===== src/hdl/gda_pkg.sv =====
package gda_pkg;

    localparam int COUNT_BITS = 16;
    localparam logic [15:0] DAY_CNT_MASK = 16'((64'd1 << COUNT_BITS) - 64'd1);

    localparam logic [13:0] YEAR_MAX = 14'd9999;

    localparam logic [2:0] MODE_NEXT = 3'd0;
    localparam logic [2:0] MODE_PREV = 3'd1;
    localparam logic [2:0] MODE_ADD  = 3'd2;
    localparam logic [2:0] MODE_SUB  = 3'd3;
    localparam logic [2:0] MODE_DIST = 3'd4;
    localparam logic [2:0] MODE_CMP  = 3'd5;

    // Year first so that a plain vector compare orders dates in time.
    typedef struct packed {
        logic [13:0] year;
        logic [3:0]  month;
        logic [4:0]  day;
    } t_date;

    typedef struct packed {
        logic date_ok;
        logic at_edge;
    } t_step_stat;

    // Division by 100 through a reciprocal; exact for every 14-bit year.
    function automatic logic is_leap(input logic [13:0] y);
        logic [26:0] prod;
        logic [7:0]  q;
        logic        div100;
        logic        div400;
        prod   = 27'(y) * 27'(13'd5243);
        q      = prod[26:19];
        div100 = (15'(y) == 15'(15'(q) * 15'd100));
        div400 = div100 && (q[1:0] == 2'b00);
        return ((y[1:0] == 2'b00) && !div100) || div400;
    endfunction

    function automatic logic [4:0] month_len(input logic [3:0] m, input logic leap);
        logic [4:0] len;
        case (m)
            4'd2:                      len = leap ? 5'd29 : 5'd28;
            4'd4, 4'd6, 4'd9, 4'd11:   len = 5'd30;
            default:                   len = 5'd31;
        endcase
        return len;
    endfunction

endpackage


===== src/hdl/gda_step.sv =====
module gda_step import gda_pkg::*; (
    input  t_date      i_date,
    input  logic       i_leap,
    input  logic       i_bwd,
    output t_date      o_next,
    output t_step_stat o_stat
);

    logic [4:0] mlen;
    logic [4:0] prev_len;
    logic [3:0] prev_month;

    assign mlen       = month_len(i_date.month, i_leap);
    assign prev_month = (i_date.month == 4'd1) ? 4'd12 : i_date.month - 4'd1;
    assign prev_len   = month_len(prev_month, i_leap);

    assign o_stat.date_ok = (i_date.year <= YEAR_MAX) && (i_date.month >= 4'd1)
                          && (i_date.month <= 4'd12) && (i_date.day >= 5'd1)
                          && (i_date.day <= mlen);

    assign o_stat.at_edge = i_bwd
        ? ((i_date.year == 14'd0) && (i_date.month == 4'd1) && (i_date.day == 5'd1))
        : ((i_date.year == YEAR_MAX) && (i_date.month == 4'd12) && (i_date.day == 5'd31));

    always_comb begin
        o_next = i_date;
        if (!i_bwd) begin
            if (i_date.day == mlen) begin
                o_next.day = 5'd1;
                if (i_date.month == 4'd12) begin
                    o_next.month = 4'd1;
                    o_next.year  = i_date.year + 14'd1;
                end else begin
                    o_next.month = i_date.month + 4'd1;
                end
            end else begin
                o_next.day = i_date.day + 5'd1;
            end
        end else begin
            if (i_date.day == 5'd1) begin
                // Leaving January moves into December of the year before.
                o_next.month = prev_month;
                o_next.day   = prev_len;
                if (i_date.month == 4'd1) begin
                    o_next.year = i_date.year - 14'd1;
                end
            end else begin
                o_next.day = i_date.day - 5'd1;
            end
        end
    end

endmodule


===== src/hdl/gregorian_date_arithmetic_top.sv =====
// Sequence from request to result: date A is checked; next and previous day, add and
// subtract then step the day; compare checks date B, and distance |A - B| walks to it.
// Throughput: one request at a time; the day stepper advances one day per cycle.
// Reset: synchronous, active low; it returns the sequencer to idle and drops any result.
module gregorian_date_arithmetic_top import gda_pkg::*; (
    input  logic        i_clk,
    input  logic        i_rst_n,
    input  logic        i_valid,
    output logic        o_ready,
    input  logic [2:0]  i_mode,
    input  logic [4:0]  i_day_a,
    input  logic [3:0]  i_month_a,
    input  logic [13:0] i_year_a,
    input  logic [4:0]  i_day_b,
    input  logic [3:0]  i_month_b,
    input  logic [13:0] i_year_b,
    input  logic [15:0] i_day_count,
    output logic        o_valid,
    input  logic        i_ready,
    output logic [4:0]  o_day_out,
    output logic [3:0]  o_month_out,
    output logic [13:0] o_year_out,
    output logic [21:0] o_distance,
    output logic        o_a_greater,
    output logic        o_a_less,
    output logic        o_dates_equal,
    output logic        o_error
);

    localparam logic [2:0] ST_IDLE  = 3'd0;
    localparam logic [2:0] ST_CHK_A = 3'd1;
    localparam logic [2:0] ST_CHK_B = 3'd2;
    localparam logic [2:0] ST_STEP  = 3'd3;
    localparam logic [2:0] ST_DIST  = 3'd4;
    localparam logic [2:0] ST_DONE  = 3'd5;

    logic [2:0]  r_state, n_state;
    logic [2:0]  r_mode, n_mode;
    t_date       r_a, n_a;
    t_date       r_b, n_b;
    t_date       r_w, n_w;
    t_date       r_tgt, n_tgt;
    logic        r_leap, n_leap;
    logic        r_fwd, n_fwd;
    logic [15:0] r_cnt, n_cnt;
    logic [21:0] r_dist, n_dist;
    logic        r_gt, n_gt;
    logic        r_lt, n_lt;
    logic        r_eq, n_eq;
    logic        r_err, n_err;

    t_date       step_next;
    t_step_stat  step_stat;
    logic        use_w;

    gda_step u_step (
        .i_date (r_w),
        .i_leap (r_leap),
        .i_bwd  (!r_fwd),
        .o_next (step_next),
        .o_stat (step_stat)
    );

    always_comb begin
        n_state = r_state;
        n_mode  = r_mode;
        n_a     = r_a;
        n_b     = r_b;
        n_w     = r_w;
        n_tgt   = r_tgt;
        n_fwd   = r_fwd;
        n_cnt   = r_cnt;
        n_dist  = r_dist;
        n_gt    = r_gt;
        n_lt    = r_lt;
        n_eq    = r_eq;
        n_err   = r_err;
        case (r_state)
            ST_IDLE: begin
                if (i_valid) begin
                    n_mode  = i_mode;
                    n_a     = '{year: i_year_a, month: i_month_a, day: i_day_a};
                    n_b     = '{year: i_year_b, month: i_month_b, day: i_day_b};
                    n_w     = '{year: i_year_a, month: i_month_a, day: i_day_a};
                    n_cnt   = i_day_count & DAY_CNT_MASK;
                    n_dist  = '0;
                    n_gt    = 1'b0;
                    n_lt    = 1'b0;
                    n_eq    = 1'b0;
                    n_err   = 1'b0;
                    n_state = ST_CHK_A;
                end
            end
            ST_CHK_A: begin
                n_fwd = (r_mode == MODE_NEXT) || (r_mode == MODE_ADD)
                     || (r_mode == MODE_DIST);
                if ((r_mode > MODE_CMP) || !step_stat.date_ok) begin
                    n_err   = 1'b1;
                    n_state = ST_DONE;
                end else if (r_mode <= MODE_SUB) begin
                    if ((r_mode == MODE_NEXT) || (r_mode == MODE_PREV)) begin
                        n_cnt = 16'd1;
                    end
                    n_state = ST_STEP;
                end else begin
                    n_w     = r_b;
                    n_state = ST_CHK_B;
                end
            end
            ST_CHK_B: begin
                if (!step_stat.date_ok) begin
                    n_err   = 1'b1;
                    n_state = ST_DONE;
                end else begin
                    n_gt = (r_a > r_b);
                    n_lt = (r_a < r_b);
                    n_eq = (r_a == r_b);
                    if (r_mode == MODE_DIST) begin
                        // Walk the earlier date forward until it meets the later one.
                        n_w     = (r_a > r_b) ? r_b : r_a;
                        n_tgt   = (r_a > r_b) ? r_a : r_b;
                        n_fwd   = 1'b1;
                        n_state = ST_DIST;
                    end else begin
                        n_state = ST_DONE;
                    end
                end
            end
            ST_STEP: begin
                if (r_cnt == 16'd0) begin
                    n_state = ST_DONE;
                end else if (step_stat.at_edge) begin
                    n_err   = 1'b1;
                    n_state = ST_DONE;
                end else begin
                    n_w   = step_next;
                    n_cnt = r_cnt - 16'd1;
                end
            end
            ST_DIST: begin
                if (r_w == r_tgt) begin
                    n_state = ST_DONE;
                end else begin
                    n_w    = step_next;
                    n_dist = r_dist + 22'd1;
                end
            end
            ST_DONE: begin
                if (i_ready) begin
                    n_state = ST_IDLE;
                end
            end
            default: begin
                n_state = ST_IDLE;
            end
        endcase
        // Leap flag always tracks the working year so the stepper sees it next cycle.
        n_leap = is_leap(n_w.year);
    end

    always_ff @(posedge i_clk) begin
        if (!i_rst_n) begin
            r_state <= ST_IDLE;
        end else begin
            r_state <= n_state;
        end
        r_mode <= n_mode;
        r_a    <= n_a;
        r_b    <= n_b;
        r_w    <= n_w;
        r_tgt  <= n_tgt;
        r_leap <= n_leap;
        r_fwd  <= n_fwd;
        r_cnt  <= n_cnt;
        r_dist <= n_dist;
        r_gt   <= n_gt;
        r_lt   <= n_lt;
        r_eq   <= n_eq;
        r_err  <= n_err;
    end

    assign use_w = (r_mode <= MODE_SUB) && !r_err;

    assign o_ready       = (r_state == ST_IDLE);
    assign o_valid       = (r_state == ST_DONE);
    assign o_day_out     = use_w ? r_w.day   : r_a.day;
    assign o_month_out   = use_w ? r_w.month : r_a.month;
    assign o_year_out    = use_w ? r_w.year  : r_a.year;
    assign o_distance    = r_dist;
    assign o_a_greater   = r_gt;
    assign o_a_less      = r_lt;
    assign o_dates_equal = r_eq;
    assign o_error       = r_err;

endmodule


===== config.mk =====
export PLATFORM = sky130hd
export DESIGN_NAME = gregorian_date_arithmetic_top
export DESIGN_NICKNAME = d
export VERILOG_FILES = /design/src/hdl/gda_pkg.sv /design/src/hdl/gda_step.sv /design/src/hdl/gregorian_date_arithmetic_top.sv
export SDC_FILE = /design/constraint.sdc
export NUM_CORES = 1
export LEC_CHECK = 0
export BUFFER_PORTS_ARGS = -buffer_cell sky130_fd_sc_hd__buf_2
export CORE_AREA = 8 8 169 171
export DETAILED_ROUTE_END_ITERATION = 6
export DIE_AREA = 0 0 177 179
export PLACE_DENSITY = 0.71
export RECOVER_POWER = 25
export SLEW_MARGIN = 40
export SYNTH_ARGS = -nofsm -noshare
export SYNTH_HDL_FRONTEND = slang
export SYNTH_SLANG_ARGS = --single-unit

===== constraint.sdc =====
create_clock -name i_clk -period 14.4 [get_ports i_clk]
set_input_delay 2.88 -clock i_clk [delete_from_list [all_inputs] [get_ports i_clk]]
set_output_delay 2.88 -clock i_clk [all_outputs]
set_load 0.05 [all_outputs]

==> qor.csv, run 1 <==
stage;metric;value;unit
cts;Clock Latency Late Sink;0.44;ns
synth;Synth Warn #;0;
setup_path;Reg2Reg Setup Slack;1.60;ns
setup_path;CP endpoint;r_leap$_DFF_P_;
setup_path;worst path required time;14.72;ns
synth;Netlist cell types;93;
detailed_routing;via/cell ratio;5.87;
setup_path;CP max stage delay;0.61;ns
cts;Sink Count;142;
floorplanning;I/O pin total;120;
detailed_routing;routed wire length;36100;µm
finish;fin util;57.1;%
setup_path;WP depth;49;
finish;P&R area growth vs syn;10.8;%
detailed_routing;drt first pass iters;5;
detailed_routing;# DRC;0;
placed_design;placed cell areas;0.0141;mm²
setup_path;FF-to-FF End;r_leap$_DFF_P_;
sta;Setup TNS;0;ns
cts;clk buf depth;2;
synth;mapped cell area;0.0133;mm²
run_status;status;finished clean;
cts;Root Buffer Master;clkbuf_16;
synth;Mapped Cells;1334;
sta;fin crit share;88.9;%
setup_path;FF-to-FF Start;r_w[5]$_DFFE_PP_;
placed_design;pre-CTS WS;1.31;ns
synth;Async SR Flop Fraction;0;%
setup_path;most used cell, CP;inv_1;
global_route;GRT overflow;0;
setup_path;WP data arrival;13.12;ns
synth;Syn Nets;1632;
sta;Tightest Pin Transition;0.876;ns
cts;CTS HTree Levels;4;
synth;Post-synth top flop;edfxtp_1;
setup_path;R2R depth;49;
global_route;initial antenna violation count;0;
cts;CTS Hold Bufs;0;
worst_hold_path;Tightest Hold Check Type;register to register;
cts;PostCTS Resize Cnt;0;
detailed_routing;Starting DRT DRC Count;813;
sta;minimum clock period;12.80;ns
synth;Post-synth EDFFs;124;
cts;clock-pin slew on the worst setup and hold paths;0.07;ns
sta;clk_skew;0.0140;ns
detailed_routing;vias;10447;
sta;f_max;78.1;MHz
synth;sequential area share after synthesis;30.8;%
setup_path;Critical path origin;r_w[5]$_DFFE_PP_;
global_route;pin count of the biggest net entering global routing;46;
synth;synthesized flop and latch total;142;
detailed_routing;Wirelength per Cell;20.3;µm
sta;final setup violating endpoints;0;
sta;Max transition margin;41.4;%
setup_path;crit end category;register;
global_route;overall routing resource usage;23.2;%
floorplanning;Core Area;0.0258;mm²
setup_path;maximum fanout along the worst path;29;
setup_path;Crit Path Category;register to register;
cts;TritonCTS clock tree;yes;
placed_design;GPL Wtd Cong;0.900;
placed_design;buffers added on ports;119;
sta;final hold viol count;0;
finish;Register Area;0.00408;mm²
global_route;number of global-route vias before repair;10497;
floorplanning;starting density of the core;51.5;%
finish;area of the multi-input gates;0.00820;mm²
placed_design;DP HPWL;28100;µm
synth;Synth Area per Inst;9.95;µm²
sta;setup ws final;1.60;ns
sta;RSZ-0062 raised after global routing;false;
finish;final-layout fill cell count;2288;
sta;Pins Over Slew Limit;0;
finish;final instance area;0.0147;mm²
setup_path;crit start category;register;
cts;Post-CTS Setup Inserts;0;
finish;# diodes;0;
job;Max-Cap Viols;0;
global_route;first-pass GRT wire length;57400;µm
setup_path;Crit-path slowest cell;inv_2;
floorplanning;die area;0.0317;mm²
finish;fraction of layout instances using a drive strength above 1;16.2;%
finish;Final #Nets;1731;
setup_path;worst path bufs/invs;9;
setup_path;Crit path max-delay family;adder cells;
detailed_routing;post-route ant nets;0;
cts;Num CTS Buffers;17;
floorplanning;chip width;177;µm
floorplanning;site row count;59;
floorplanning;Die Y;179;µm
[layout make-up]
cell class                 count  area share, %
multi-input combinational    941           55.7
sequential                   142           27.8
inverter                     200           5.10
timing repair buffer         131           4.46
clock buffer                  17           2.89
tap                          335           2.85
clock inverter                15           1.20
[worst min path at each step]
stage,start,end,slack (ns),cells past startpoint
global route,r_b[4]$_DFFE_PP_,r_w[4]$_DFFE_PP_,0.63,2
CTS,r_a[0]$_DFFE_PP_,r_w[0]$_DFFE_PP_,0.60,2
finish,r_a[0]$_DFFE_PP_,r_w[0]$_DFFE_PP_,0.60,2
detailed placement,r_a[0]$_DFFE_PP_,r_w[0]$_DFFE_PP_,0.57,2
global placement,r_b[4]$_DFFE_PP_,r_w[4]$_DFFE_PP_,0.57,2
floorplan,r_b[1]$_DFFE_PP_,r_w[1]$_DFFE_PP_,0.54,2
[kinds of logic after synthesis]
logic type / after synthesis / synth area share, %
muxes: 57 / 4.81
xor gates and xnor gates: 85 / 5.61
and+or+nand+nor: 342 / 13.6
adders and majority gates: 229 / 25.2
AOI/OAI and AO/OA: 228 / 12.4
DFF: 142 / 30.8
buffers and inverters: 251 / 7.60
[cells in the mapped netlist (18+ instances only)]
| library cell | number | area (µm²) |
|---|---|---|
| dfxtp_1 | 18 | 360 |
| a21oi_1 | 39 | 195 |
| edfxtp_1 | 124 | 3720 |
| nor3_1 | 29 | 145 |
| inv_1 | 198 | 743 |
| mux2_2 | 45 | 507 |
| o21ai_0 | 54 | 270 |
| nand2_1 | 82 | 308 |
| ha_1 | 165 | 2060 |
| clkbuf_1 | 25 | 93.8 |
| nand4_1 | 26 | 163 |
| xor2_1 | 25 | 219 |
| nand3_1 | 26 | 130 |
| fa_1 | 64 | 1280 |
| nor2_1 | 83 | 312 |
| xnor2_1 | 60 | 526 |
[metrics by stage]
step                std cells  hold slack [ns]
global route             1781            0.632
global placement         1749            0.571
detailed placement       1749            0.574
CTS                      1781            0.596
finish                   1781            0.597
floorplan                1334            0.535
[flip-flops by register name, summed over array words and instances (netlist names)]
register       flops
r_b               23
r_tgt             23
o_a_greater        1
o_a_less           1
r_state            3
r_w               23
o_distance        22
r_cnt             16
o_error            1
o_dates_equal      1
r_mode             3
r_fwd              1
r_a               23
r_leap             1
[layout by cell type, fill, tap and decap left out, types with 7 or more instances in the layout]
cell,n
inv_1,198
ha_1,165
edfxtp_1,124
buf_2,96
nand2_1,82
nor2_1,82
fa_1,64
xnor2_1,60
o21ai_0,54
mux2_2,45
a21oi_1,39
nor3_1,28
nand4_1,26
nand3_1,26
xor2_1,25
clkbuf_1,23
dfxtp_1,18
clkbuf_16,17
nor4_1,16
a21o_1,14
and3_1,13
nand2b_1,13
buf_4,12
mux2i_1,11
o21a_1,10
a221o_1,8
o21bai_1,8
or3_1,7
o211ai_1,7
[worst register-to-register path: cells and delay by family, from the launching register on]
kind                       cells  cell delay [ns]
AOI/OAI and AO/OA             20             4.26
xor gates and xnor gates       1             0.15
adders and majority gates     12             4.70
buffers and inverters          9             1.48
DFF                            1             0.51
muxes                          1             0.10
and+or+nand+nor                6             1.48
[metal layers]
layer | global-route usage [%] | up-vias | part of all wire, %
met5 | 0 | - | 0
met4 | 9.25 | 0 | 3.4
met3 | 4.30 | 75 | 6.5
met2 | 38.4 | 407 | 48
met1 | 29.6 | 5059 | 42
li1 | - | 4906 | -
Power of run 1 is not shown: default switching activity piles up to over one toggle a cycle in this logic, so the estimate is an artifact.
==> run 2: changes to the inputs <==
ABC_CLOCK_PERIOD_IN_PS = 14400   (was not set)
CORE_AREA = 10 10 171 173   (was 8 8 169 171)
DIE_AREA = 0 0 181 183   (was 0 0 177 179)
==> run 2 against run 1 <==
Final area about the same. Count of clock-buffer cells in the layout unchanged. Register-to-register slack improved by 0.31 ns. First-iteration DRC count increased by 15%.
==> qor.csv, run 2 (synthesis gave the netlist of run 1 again) <==
stage;metric;value;unit;change
run_status;status;finished clean;;unchanged
setup_path;FF-to-FF End;r_leap$_DFF_P_;;unchanged
sta;fin crit share;88.5;%;was 88.9%
placed_design;GPL Wtd Cong;0.982;;was 0.900
global_route;initial antenna violation count;0;;unchanged
setup_path;Crit path max-delay family;compound AO/OA/AOI/OAI gates;;was adder cells
sta;RSZ-0062 raised after global routing;false;;unchanged
global_route;GRT overflow;0;;unchanged
detailed_routing;vias;10381;;was 10,447
global_route;overall routing resource usage;21.6;%;was 23.2%
setup_path;WP depth;43;;was 49
setup_path;Crit Path Category;input pin to register;;was register to register
floorplanning;starting density of the core;51.5;%;unchanged
finish;Register Area;0.00408;mm²;unchanged
floorplanning;chip width;181;µm;was 177 µm
sta;Pins Over Slew Limit;0;;unchanged
cts;PostCTS Resize Cnt;0;;unchanged
cts;clk buf depth;2;;unchanged
placed_design;buffers added on ports;119;;unchanged
worst_hold_path;Tightest Hold Check Type;register to register;;unchanged
cts;CTS HTree Levels;4;;unchanged
cts;Root Buffer Master;clkbuf_16;;unchanged
setup_path;crit end category;register;;unchanged
finish;P&R area growth vs syn;10.7;%;was 10.8%
placed_design;DP HPWL;28200;µm;was 28,100 µm
cts;Clock Latency Late Sink;0.43;ns;was 0.44 ns
setup_path;WP data arrival;13.06;ns;was 13.12 ns
sta;final setup violating endpoints;0;;unchanged
cts;TritonCTS clock tree;yes;;unchanged
floorplanning;site row count;59;;unchanged
setup_path;FF-to-FF Start;r_w[5]$_DFFE_PP_;;unchanged
finish;area of the multi-input gates;0.00820;mm²;unchanged
detailed_routing;# DRC;0;;unchanged
detailed_routing;Starting DRT DRC Count;934;;was 813
cts;clock-pin slew on the worst setup and hold paths;0.06;ns;was 0.07 ns
setup_path;Reg2Reg Setup Slack;1.91;ns;was 1.60 ns
finish;Final #Nets;1731;;unchanged
sta;f_max;78.4;MHz;was 78.1 MHz
floorplanning;Core Area;0.0258;mm²;unchanged
sta;Max transition margin;40.6;%;was 41.4%
finish;# diodes;0;;unchanged
setup_path;CP max stage delay;0.57;ns;was 0.61 ns
job;Max-Cap Viols;0;;unchanged
setup_path;Crit-path slowest cell;nor4_4;;was inv_2
floorplanning;die area;0.0331;mm²;was 0.0317 mm²
detailed_routing;drt first pass iters;5;;unchanged
sta;clk_skew;0.0170;ns;was 0.0140 ns
setup_path;worst path required time;14.71;ns;was 14.72 ns
setup_path;crit start category;input pin;;was register
detailed_routing;post-route ant nets;0;;unchanged
cts;Num CTS Buffers;17;;unchanged
worst_hold_path;Hold Path End;r_w[0]$_DFFE_PP_;;unchanged
sta;Tightest Pin Transition;0.889;ns;was 0.876 ns
floorplanning;Die Y;183;µm;was 179 µm
floorplanning;I/O pin total;120;;unchanged
detailed_routing;Wirelength per Cell;20.4;µm;was 20.3 µm
detailed_routing;via/cell ratio;5.83;;was 5.87
detailed_routing;routed wire length;36400;µm;was 36,100 µm
cts;Post-CTS Setup Inserts;0;;unchanged
worst_hold_path;Hold Crit Depth;2;;unchanged
setup_path;maximum fanout along the worst path;8;;was 29
sta;minimum clock period;12.75;ns;was 12.80 ns
finish;fraction of layout instances using a drive strength above 1;16.3;%;was 16.2%
sta;Setup TNS;0;ns;unchanged
global_route;first-pass GRT wire length;57300;µm;was 57,400 µm
global_route;pin count of the biggest net entering global routing;40;;was 46
worst_hold_path;Min-Delay Startpoint;r_a[0]$_DFFE_PP_;;unchanged
finish;final-layout fill cell count;2245;;was 2,288
cts;Sink Count;142;;unchanged
sta;final hold viol count;0;;unchanged
setup_path;R2R depth;49;;unchanged
global_route;number of global-route vias before repair;10532;;was 10,497
finish;most frequent cells in the layout;inv_1 (198), ha_1 (165), edfxtp_1 (124);;unchanged
finish;leading cell type in the layout, fill and taps excluded;inv_1;;unchanged
cts;CTS Hold Bufs;0;;unchanged
setup_path;worst path bufs/invs;9;;unchanged
[run 2: cell types whose count changed in the layout (fill, tap and decap cells not counted)]
cell / change
inv_6: +2
buf_2: +1
clkbuf_1: -1
inv_8: -1
clkinv_1: -1
buf_4: -1
clkinvlp_4: -1
buf_12: +1
bufinv_16: -1
clkinv_2: +2
[run 2: stage by stage]
step | setup WS (ns) | area, µm² | utilization [%] | hold slack [ns] | instances
after CTS | 1.69 | 14700 | 57.2 | 0.600 | 1781
after detailed placement | 1.25 | 14200 | 54.9 | 0.565 | 1749
after global routing | 0.947 | 14700 | 57.1 | 0.635 | 1781
after global placement | 1.55 | 14100 | 54.8 | 0.578 | 1748
after floorplan | 2.28 | 13300 | - | 0.535 | 1334
final | 1.65 | 14700 | 57.1 | 0.594 | 1781
[run 2: worst max path at each step]
stage	startpoint	to	slack, ns
after floorplan	i_valid	r_leap$_DFF_P_	2.28
after global placement	i_valid	r_leap$_DFF_P_	1.55
final	i_valid	r_leap$_DFF_P_	1.65
after global routing	i_valid	r_leap$_DFF_P_	0.95
after detailed placement	i_valid	r_leap$_DFF_P_	1.25
after CTS	i_valid	r_leap$_DFF_P_	1.69
[run 2: per-layer routing]
metal	wire, µm	vias up	global-route usage, %	share of wire [%]
met2	17100	418	35.7	47
met5	0	-	0	0
li1	-	4912	-	-
met1	15700	4977	27.9	43
met3	2370	74	3.09	6.5
met4	1250	0	8.69	3.4
[run 2: cell type report]
class                      instances  share of cell area [%]
multi-input combinational        941                    55.8
sequential                       142                    27.8
inverter                         200                    5.11
timing repair buffer             131                    4.56
clock buffer                      17                    2.89
tap                              335                    2.85
clock inverter                    15                    1.03
[run 2: tightest hold or removal path, stage by stage (launching register included)]
cell and delay, ns:
edfxtp_1 0.36, a221oi_1 0.08, nand2_1 0.06
Power of run 2 is left out for the same reason.
